### src/sv/assert_macros.svh
// assertion macros shared by the tokenizer rtl
// expects clk and rst_n in the scope of each use
`ifndef ASSERT_MACROS_SVH
`define ASSERT_MACROS_SVH

// property checked at every rising clock edge outside reset
`define STT_ASSERT(lbl, prop, msg) \
    lbl: assert property (@(posedge clk) disable iff (!rst_n) (prop)) \
        else $error(msg);

// consequent checked in the cycle after the antecedent
`define STT_ASSERT_NEXT(lbl, ante, cons, msg) \
    lbl: assert property (@(posedge clk) disable iff (!rst_n) (ante) |=> (cons)) \
        else $error(msg);

`endif

### src/sv/stt_pkg.sv
// types, codes and character classes for the scene text tokenizer
// no dependencies; imported by scene_text_tokenizer_core
package stt_pkg;

    localparam int LINE_BITS = 20;

    // event codes
    localparam logic [2:0] EV_CHAR   = 3'd0;
    localparam logic [2:0] EV_END    = 3'd1;
    localparam logic [2:0] EV_ABEGIN = 3'd2;
    localparam logic [2:0] EV_AEND   = 3'd3;
    localparam logic [2:0] EV_EOF    = 3'd4;
    localparam logic [2:0] EV_ERROR  = 3'd5;

    // token classes
    localparam logic [1:0] CL_NONE    = 2'd0;
    localparam logic [1:0] CL_NUMBER  = 2'd1;
    localparam logic [1:0] CL_STRING  = 2'd2;
    localparam logic [1:0] CL_KEYWORD = 2'd3;

    // error codes
    localparam logic [1:0] ERR_NONE  = 2'd0;
    localparam logic [1:0] ERR_CHAR  = 2'd1;
    localparam logic [1:0] ERR_UNTERM = 2'd2;

    // character constants
    localparam logic [7:0] CH_TAB    = 8'h09;
    localparam logic [7:0] CH_NL     = 8'h0A;
    localparam logic [7:0] CH_VT     = 8'h0B;
    localparam logic [7:0] CH_FF     = 8'h0C;
    localparam logic [7:0] CH_CR     = 8'h0D;
    localparam logic [7:0] CH_SPACE  = 8'h20;
    localparam logic [7:0] CH_QUOTE  = 8'h22;
    localparam logic [7:0] CH_HASH   = 8'h23;
    localparam logic [7:0] CH_PLUS   = 8'h2B;
    localparam logic [7:0] CH_MINUS  = 8'h2D;
    localparam logic [7:0] CH_DOT    = 8'h2E;
    localparam logic [7:0] CH_LBRACK = 8'h5B;
    localparam logic [7:0] CH_BSLASH = 8'h5C;
    localparam logic [7:0] CH_RBRACK = 8'h5D;
    localparam logic [7:0] CH_E      = 8'h65;

    typedef enum logic [7:0] {
        M_IDLE     = 8'b0000_0001,
        M_COMMENT  = 8'b0000_0010,
        M_NUMBER   = 8'b0000_0100,
        M_STRING   = 8'b0000_1000,
        M_ESCAPE   = 8'b0001_0000,
        M_KEYWORD  = 8'b0010_0000,
        M_ERR_CHAR = 8'b0100_0000,
        M_ERR_STR  = 8'b1000_0000
    } mode_t;

    typedef struct packed {
        logic [7:0] char_code;
        logic       end_of_input;
    } in_item_t;

    typedef struct packed {
        logic [2:0]           event_res;
        logic [1:0]           token_class;
        logic [7:0]           out_char;
        logic [1:0]           error_code;
        logic [LINE_BITS-1:0] line_number;
        logic                 last;
    } out_item_t;

    // outcome of lexing one character from the idle mode
    typedef struct packed {
        logic      emit;
        out_item_t res;
        mode_t     mode;
        logic      inc;
    } idle_step_t;

    function automatic logic is_digit(input logic [7:0] c);
        return (c >= 8'h30) && (c <= 8'h39);
    endfunction

    function automatic logic is_alpha(input logic [7:0] c);
        return ((c >= 8'h61) && (c <= 8'h7A)) || ((c >= 8'h41) && (c <= 8'h5A));
    endfunction

    function automatic logic is_num_start(input logic [7:0] c);
        return is_digit(c) || (c == CH_DOT) || (c == CH_MINUS) || (c == CH_PLUS);
    endfunction

    function automatic logic is_ws(input logic [7:0] c);
        return (c == CH_SPACE) || (c == CH_TAB) || (c == CH_NL) || (c == CH_VT) ||
               (c == CH_FF) || (c == CH_CR);
    endfunction

    // classify a character seen between tokens
    function automatic idle_step_t lex_idle(input logic [7:0] c);
        idle_step_t s;
        s = '0;
        s.mode = M_IDLE;
        if ((c == CH_SPACE) || (c == CH_TAB))
        begin
            s.emit = 1'b0;
        end
        else if (c == CH_NL)
        begin
            s.inc = 1'b1;
        end
        else if (c == CH_HASH)
        begin
            s.inc = 1'b1;
            s.mode = M_COMMENT;
        end
        else if (is_num_start(c))
        begin
            s.emit = 1'b1;
            s.res.event_res = EV_CHAR;
            s.res.token_class = CL_NUMBER;
            s.res.out_char = c;
            s.mode = M_NUMBER;
        end
        else if (c == CH_QUOTE)
        begin
            s.mode = M_STRING;
        end
        else if (c == CH_LBRACK)
        begin
            s.emit = 1'b1;
            s.res.event_res = EV_ABEGIN;
        end
        else if (c == CH_RBRACK)
        begin
            s.emit = 1'b1;
            s.res.event_res = EV_AEND;
        end
        else if (is_alpha(c))
        begin
            s.emit = 1'b1;
            s.res.event_res = EV_CHAR;
            s.res.token_class = CL_KEYWORD;
            s.res.out_char = c;
            s.mode = M_KEYWORD;
        end
        else
        begin
            s.emit = 1'b1;
            s.res.event_res = EV_ERROR;
            s.res.error_code = ERR_CHAR;
            s.mode = M_ERR_CHAR;
        end
        return s;
    endfunction

endpackage

### src/sv/scene_text_tokenizer_core.sv
// the first result of an item is offered in the cycle after its transfer
// one item per cycle while out_ready is high; an item giving two results holds the input
// until its first result is taken, as the two-entry result queue drains one result per cycle
// reset: rst_n clears mode to idle, line count to one and empties the result queue
// depends on stt_pkg and assert_macros.svh
`include "assert_macros.svh"

module scene_text_tokenizer_core
    import stt_pkg::*;
(
    input  logic      clk,
    input  logic      rst_n,
    input  logic      in_valid,
    output logic      in_ready,
    input  in_item_t  in_data,
    output logic      out_valid,
    input  logic      out_ready,
    output out_item_t out_data
);

    mode_t                mode_reg, mode_next;
    logic [LINE_BITS-1:0] line_count_reg, line_count_next;
    logic [1:0]           cnt_reg, cnt_next;
    out_item_t            q0_reg, q0_next;
    out_item_t            q1_reg, q1_next;

    logic       in_xfer;
    logic       out_xfer;
    logic [1:0] n_res;
    logic       inc;
    out_item_t  r0, r1;
    idle_step_t st;
    logic [7:0] c;

    assign c         = in_data.char_code;
    assign out_valid = (cnt_reg != 2'd0);
    assign out_data  = q0_reg;
    assign out_xfer  = out_valid && out_ready;
    // new item only when the queue is empty after this cycle's transfer
    assign in_ready  = (cnt_reg == 2'd0) || ((cnt_reg == 2'd1) && out_ready);
    assign in_xfer   = in_valid && in_ready;

    // lexer step for the presented item
    always_comb
    begin
        r0        = '0;
        r1        = '0;
        n_res     = 2'd0;
        inc       = 1'b0;
        mode_next = mode_reg;
        st        = lex_idle(c);
        if (mode_reg == M_ERR_CHAR)
        begin
            r0.event_res  = EV_ERROR;
            r0.error_code = ERR_CHAR;
            n_res         = 2'd1;
        end
        else if (mode_reg == M_ERR_STR)
        begin
            r0.event_res  = EV_ERROR;
            r0.error_code = ERR_UNTERM;
            n_res         = 2'd1;
        end
        else if (in_data.end_of_input)
        begin
            if ((mode_reg == M_STRING) || (mode_reg == M_ESCAPE))
            begin
                r0.event_res  = EV_ERROR;
                r0.error_code = ERR_UNTERM;
                n_res         = 2'd1;
                mode_next     = M_ERR_STR;
            end
            else if ((mode_reg == M_NUMBER) || (mode_reg == M_KEYWORD))
            begin
                r0.event_res   = EV_END;
                r0.token_class = (mode_reg == M_NUMBER) ? CL_NUMBER : CL_KEYWORD;
                r1.event_res   = EV_EOF;
                n_res          = 2'd2;
                mode_next      = M_IDLE;
            end
            else
            begin
                r0.event_res = EV_EOF;
                n_res        = 2'd1;
                mode_next    = M_IDLE;
            end
        end
        else
        begin
            unique case (mode_reg)
                M_COMMENT:
                begin
                    if (c == CH_NL)
                    begin
                        mode_next = M_IDLE;
                    end
                end
                M_NUMBER:
                begin
                    if (is_num_start(c) || (c == CH_E))
                    begin
                        r0.event_res   = EV_CHAR;
                        r0.token_class = CL_NUMBER;
                        r0.out_char    = c;
                        n_res          = 2'd1;
                    end
                    else
                    begin
                        r0.event_res   = EV_END;
                        r0.token_class = CL_NUMBER;
                        r1             = st.res;
                        n_res          = st.emit ? 2'd2 : 2'd1;
                        mode_next      = st.mode;
                        inc            = st.inc;
                    end
                end
                M_KEYWORD:
                begin
                    if (!is_ws(c))
                    begin
                        r0.event_res   = EV_CHAR;
                        r0.token_class = CL_KEYWORD;
                        r0.out_char    = c;
                        n_res          = 2'd1;
                    end
                    else
                    begin
                        r0.event_res   = EV_END;
                        r0.token_class = CL_KEYWORD;
                        r1             = st.res;
                        n_res          = st.emit ? 2'd2 : 2'd1;
                        mode_next      = st.mode;
                        inc            = st.inc;
                    end
                end
                M_STRING:
                begin
                    if (c == CH_QUOTE)
                    begin
                        r0.event_res   = EV_END;
                        r0.token_class = CL_STRING;
                        n_res          = 2'd1;
                        mode_next      = M_IDLE;
                    end
                    else if (c == CH_BSLASH)
                    begin
                        mode_next = M_ESCAPE;
                    end
                    else if (c == CH_NL)
                    begin
                        r0.event_res  = EV_ERROR;
                        r0.error_code = ERR_UNTERM;
                        n_res         = 2'd1;
                        mode_next     = M_ERR_STR;
                    end
                    else
                    begin
                        r0.event_res   = EV_CHAR;
                        r0.token_class = CL_STRING;
                        r0.out_char    = c;
                        n_res          = 2'd1;
                    end
                end
                M_ESCAPE:
                begin
                    r0.event_res   = EV_CHAR;
                    r0.token_class = CL_STRING;
                    r0.out_char    = c;
                    n_res          = 2'd1;
                    mode_next      = M_STRING;
                end
                default:
                begin
                    r0        = st.res;
                    n_res     = st.emit ? 2'd1 : 2'd0;
                    mode_next = st.mode;
                    inc       = st.inc;
                end
            endcase
        end
        // every result of one item sees the line count before the item
        r0.line_number = line_count_reg;
        r1.line_number = line_count_reg;
        r0.last        = (n_res == 2'd1);
        r1.last        = 1'b1;
    end

    // saturating line counter
    always_comb
    begin
        line_count_next = line_count_reg;
        if (in_xfer && inc && (line_count_reg != {LINE_BITS{1'b1}}))
        begin
            line_count_next = line_count_reg + {{(LINE_BITS-1){1'b0}}, 1'b1};
        end
    end

    // result queue: slot 0 is the output register, slot 1 the second result
    always_comb
    begin
        q0_next  = q0_reg;
        q1_next  = q1_reg;
        cnt_next = cnt_reg;
        if (in_xfer)
        begin
            q0_next  = r0;
            q1_next  = r1;
            cnt_next = n_res;
        end
        else if (out_xfer)
        begin
            q0_next  = q1_reg;
            cnt_next = cnt_reg - 2'd1;
        end
    end

    // control registers
    always_ff @(posedge clk or negedge rst_n)
    begin
        if (!rst_n)
        begin
            mode_reg       <= M_IDLE;
            line_count_reg <= {{(LINE_BITS-1){1'b0}}, 1'b1};
            cnt_reg        <= 2'd0;
        end
        else
        begin
            if (in_xfer)
            begin
                mode_reg <= mode_next;
            end
            line_count_reg <= line_count_next;
            cnt_reg        <= cnt_next;
        end
    end

    // result payload registers
    always_ff @(posedge clk)
    begin
        q0_reg <= q0_next;
        q1_reg <= q1_next;
    end

    // checks
    `STT_ASSERT(a_cnt_range, cnt_reg != 2'd3, "result queue count out of range")
    `STT_ASSERT(a_line_mono, line_count_reg >= $past(line_count_reg), "line count went back")
    `STT_ASSERT_NEXT(a_err_sticky, mode_reg == M_ERR_CHAR || mode_reg == M_ERR_STR, mode_reg == $past(mode_reg), "error mode left")
    `STT_ASSERT_NEXT(a_err_one, in_xfer && (mode_reg == M_ERR_CHAR || mode_reg == M_ERR_STR), cnt_reg == 2'd1 && out_data.event_res == EV_ERROR, "error mode must give one error")

endmodule
### config.mk
export PLATFORM = sky130hd
export DESIGN_NAME = scene_text_tokenizer_core
export DESIGN_NICKNAME = d
export VERILOG_FILES = /design/src/sv/stt_pkg.sv /design/src/sv/scene_text_tokenizer_core.sv
export VERILOG_INCLUDE_DIRS = /design/src /design/src/sv
export SDC_FILE = /design/constraint.sdc
export NUM_CORES = 1
export LEC_CHECK = 0
export BUFFER_PORTS_ARGS = -buffer_cell sky130_fd_sc_hd__buf_2
export CAP_MARGIN = 20
export CORE_UTILIZATION = 45
export DETAILED_ROUTE_END_ITERATION = 6
export PLACE_DENSITY_LB_ADDON = 0.2
export SLEW_MARGIN = 20
export SYNTH_ARGS = -nofsm -noshare
export SYNTH_HDL_FRONTEND = slang
export SYNTH_SLANG_ARGS = --single-unit
### constraint.sdc
create_clock -name clk -period 2.3 [get_ports clk]
set_input_delay 0.46 -clock clk [delete_from_list [all_inputs] [get_ports clk]]
set_output_delay 0.46 -clock clk [all_outputs]
set_load 0.1 [all_outputs]
== Word level (Yosys, flattened, before mapping) ==
Index checks and enable logic that the tools add are counted.
Storage, ports and cells
  input bits: 13
  register bits: 101
  output and inout bits: 38
  word-level logic and storage cells: 180
Operators by class
  bitwise operators: 2
  add/subtract/negate cells: 2
  $lt $le $gt $ge: 6
  equal/unequal tests: 29
  reduce and logical (&&, ||, !) cells: 29
  multiplexer cells: 98
Operators by type and width (number)
  $mux W36: 4
  $mux W16: 8
  $mux W15: 7
  $mux W8: 11
  $pmux W36 S2: 1
  $pmux W13 S5: 1
  $eq A8 B6 Y1 const B: 7
  $mux W10: 5
  $mux W7: 7
  $eq A8 B4 Y1 const B: 6
  $eq A8 B7 Y1 const B: 5
  $pmux W8 S5: 1
  $mux W3: 13
  $mux W2: 19
  $mux W12: 2
  $add A20 B1 Y20 const B: 1
  $ne A20 B20 Y1 const B: 1
  $ge A8 B7 Y1 const B: 2
  $le A8 B7 Y1 const B: 2
  $mux W14: 1
  $logic_or A1 B1 Y1: 13
  $mux W1: 12
  $mux W5: 2
  $pmux W2 S5: 1
  other kinds (22): 34

== Logic depth before layout (Yosys ltp) ==
  word-level depth: 24
  gate-level depth with buffers: 10
  depth with buffers taken out: 9

== Worst setup path before layout ==
Ideal clock, no wire load.
  kind: reg2reg
  start: reg cnt_reg[0]
  end: reg q1_reg[10] (netlist bit) (enable)
  cell stages (with the launch flop): 7
  clock period less this slack: 3.160 ns
  data required time: 1.888 ns
  path slack: -0.860 ns
  data arrival time: 2.748 ns
  cell sequence: dfrtp_1 inv_1 ha_1 a21o_1 nand2_1 inv_1 clkbuf_1
On the way
  word-level cells in the longest chain between the ends: 4
Ends and longest elaborated chain
  start: declaration: line scene_text_tokenizer_core.sv:23  | logic [1:0] cnt_reg, cnt_next;
  start signal: assignment: line scene_text_tokenizer_core.sv:233  | cnt_reg <= cnt_next;
  $eq A2 B1 Y1: line scene_text_tokenizer_core.sv:40  | assign in_ready = (cnt_reg == 2'd0) || ((cnt_reg == 2'd1) && out_ready);
  $logic_and A1 B1 Y1: line scene_text_tokenizer_core.sv:40
  $logic_or A1 B1 Y1 *: line scene_text_tokenizer_core.sv:40
  named net in_ready: line scene_text_tokenizer_core.sv:14  | output logic in_ready,
  $logic_and A1 B1 Y1 *: line scene_text_tokenizer_core.sv:41  | assign in_xfer = in_valid && in_ready;
  named net in_xfer: line scene_text_tokenizer_core.sv:27  | logic in_xfer;
  end signal: assignment: line scene_text_tokenizer_core.sv:241  | q1_reg <= q1_next;
  end: declaration: line scene_text_tokenizer_core.sv:25  | out_item_t q1_reg, q1_next;
Mark *: on every way through the listed nets, which the timed path passes. The rest lies on a longest branch.
A chain may end at the register's enable or synchronous reset.

==> flow_summary.json <==
{
  "fp.dieH_um": 111,
  "synth_async_sr_flop_share_pct": 30.0,
  "cts_num_sinks": 100,
  "rows": 39,
  "ys_seq_elements": 100,
  "grt_pass1_vias": 4502,
  "antenna_found_initial": 0,
  "numCtsBuffers": 9,
  "synthCells": 511,
  "synth.top_cell.area_share_pct": 39.2,
  "worst_r2r_path_depth": 7,
  "synthTopCellsByCount": "nand2_1 (92), edfxtp_1 (70), dfrtp_1 (28)",
  "synth_sequential_area_ratio_pct": 53.2,
  "synthXorXnorAreaFrac_pct": 4.39,
  "hpwl_mm": 10.4,
  "critPathMaxFanout": 8,
  "final_area_um2": 7040,
  "critPathRequiredTime_ns": 2.40,
  "max-vdd-ir-drop_uv": 804,
  "clockBufferDepth": 2,
  "grt_first_pass_wirelength_mm": 22.9,
  "drv_slew": 0,
  "cts_tree": "done",
  "synthAdderAreaFrac_pct": 0.700,
  "final_nets": 670,
  "yosysWarningCount": 0,
  "path_delay_family": "simple AND/OR/NAND/NOR gates",
  "gr-total-overflow": 0,
  "slowest_stage": "or4b_4",
  "tns_ns": -0.0479,
  "synth_compound_area_share_pct": 12.0,
  "cellLeakagePower_nw": 2.92,
  "multi_input_area_um2": 2460,
  "via_per_inst": 5.72,
  "clock_latency_ns": 0.35,
  "crit_path_max_incr_delay_ns": 0.54,
  "cts_root_buffer": "clkbuf_16",
  "synth_top_family_by_area": "simple AND/OR/NAND/NOR gates",
  "grt_usage_pct": 23.9,
  "ant_nets": 0,
  "drive_above_1_share_pct": 35.5,
  "final_cells": 802,
  "yosys.area.top_type": "edfxtp_1",
  "clock-skew-final_ns": 0.0102,
  "synthTopCellsByArea": "edfxtp_1 (39%), dfrtp_1 (13%), nand2_1 (6.4%)",
  "muxShareOfSynthArea_pct": 1.21,
  "dr.pass1.iters": 7,
  "cp_num_cells": 7,
  "slew_headroom_pct": 53.1,
  "startpoint_type": "register",
  "gp_congestion": 0.905,
  "max_freq_mhz": 431,
  "synth.most_common_cell": "nand2_1",
  "wire_per_inst_um": 17.7,
  "cts.htree.levels": 3,
  "via_count": 4590,
  "synth_nets": 527,
  "post-route-drc-count": 4,
  "path_class": "register to register",
  "fin_ws_ns": -0.0198,
  "area_delta_synth_final_pct": 31.2,
  "synth_area_um2": 5360,
  "hp-class": "input pin to asynchronous set/reset pin",
  "ys_types": 78,
  "regArea_um2": 2860,
  "worst_pin_slew_ns": 0.704,
  "core-area_um2": 11500,
  "start_util_pct": 46.6,
  "syn_area_per_cell_um2": 10.5,
  "setup_viol": 3,
  "path_buf_inv": 1,
  "cp_cell_sequence": "buf_6 -> nor3b_2 -> a22o_1 -> o21a_1 -> nor2_2 -> or4b_4 -> a32o_2",
  "cap_violations": 0,
  "hold_violations": 0,
  "fill_cells": 967,
  "ff2ff_setup_slack_ns": -0.02,
  "n_antenna_cell": 0,
  "routed_wl_mm": 14.2,
  "crit_arrival_ns": 2.42,
  "ys.flop_type": "edfxtp_1",
  "clk_pin_slew_ns": 0.07,
  "powerDensity_nw_per_um2": 1160,
  "rsz0062_at_grt": "yes",
  "dp_cells": 774,
  "die_area_um2": 12400,
  "portBuffers": 50,
  "post-route-min-period_ns": 2.32,
  "grt_max_degree": 40,
  "synth_edf_count": 70,
  "end_kind": "register",
  "place_area_um2": 6450,
  "synth-simple-area-share_pct": 24.4,
  "violations": "DRC, setup timing",
  "fin_crit_sh_pct": 101,
  "num_io_pins": 51,
  "drt_iter0_markers": 352,
  "largest_reg_flops": 36,
  "die_w_um": 111,
  "status": "complete, but fails checks"
}
metal layers:
layer	share of wire [%]	routed length, µm	global-route usage, %	vias up
li1	-	-	-	2184
met1	47	6620	32.6	2228
met2	46	6500	37.7	154
met3	5.6	797	5.58	24
met4	2.1	295	7.66	0
met5	0	0	0	-
path summary, 6_finish.rpt:
path,startpoint,end
min in group clk,q1_reg[17]$_DFFE_PP_,out_data[17]$_DFFE_PP_
setup / recovery,mode_reg[4]$_DFFE_PN0P_,out_data[29]$_DFFE_PP_
setup reg to reg,mode_reg[4]$_DFFE_PN0P_,out_data[29]$_DFFE_PP_
max in group asynchronous,rst_n,mode_reg[4]$_DFFE_PN0P_
hold reg to reg,q1_reg[17]$_DFFE_PP_,out_data[17]$_DFFE_PP_
hold / removal,rst_n,mode_reg[6]$_DFFE_PN0P_
cells in the final DEF (no fill, tap or decap), types with 10 or more instances in the layout:
| cell | Yosys | layout |
|---|---|---|
| buf_2 | 7 | 47 |
| o21ai_0 | 20 | 19 |
| and3_1 | 11 | 10 |
| nor2_1 | 25 | 21 |
| nor3_1 | 17 | 12 |
| nand3_1 | 21 | 21 |
| xnor2_1 | 21 | 21 |
| nand2_1 | 92 | 92 |
| nand4_1 | 13 | 13 |
| dfrtp_1 | 28 | 24 |
| edfxtp_1 | 70 | 70 |
| buf_4 | 5 | 107 |
stage by stage:
step | utilization [%] | power (mW) | worst slack [ns] | hold WS, ns
4_1_cts | 60.1 | 8.07 | 0.00246 | 0.185
6_report | 61.1 | 8.15 | -0.0198 | 0.150
3_5_place_dp | 56.0 | 6.35 | -0.428 | 0.499
5_1_grt | 61.1 | 8.45 | -0.0826 | 0.211
3_3_place_gp | 56.0 | 6.30 | -0.427 | 0.498
2_1_floorplan | - | 5.48 | -0.309 | 0.164
cells by family (layout without fill, tap and decap cells):
logic type | Yosys count | count (layout)
DFF | 100 | 100
adders and majority gates | 3 | 3
xor gates and xnor gates | 26 | 26
AOI/OAI and AO/OA | 86 | 86
and+or+nand+nor | 247 | 247
muxes | 6 | 6
other | 1 | 1
buffers and inverters | 42 | 190
layout make-up:
class	instances	area share [%]
Clock buffer	9	3.20
Clock inverter	7	1.46
Inverter	10	0.587
Multi-Input combinational cell	369	34.9
Sequential cell	100	40.7
Tap cell	143	2.54
Timing Repair Buffer	164	16.6
timing repair:
item,in CTS,in global routing
gates resized for setup,20,20
buffers inserted,7,5
pin swaps,6,4
setup endpoints to repair,10,23
gates cloned,0,0
hold buffers,0,0
where the power goes:
part	switching, mW	internal [mW]
Clock	0.682	0.961
Combinational	2.92	0.934
Sequential	0.157	2.49
Power figures use the tool's default switching activity.
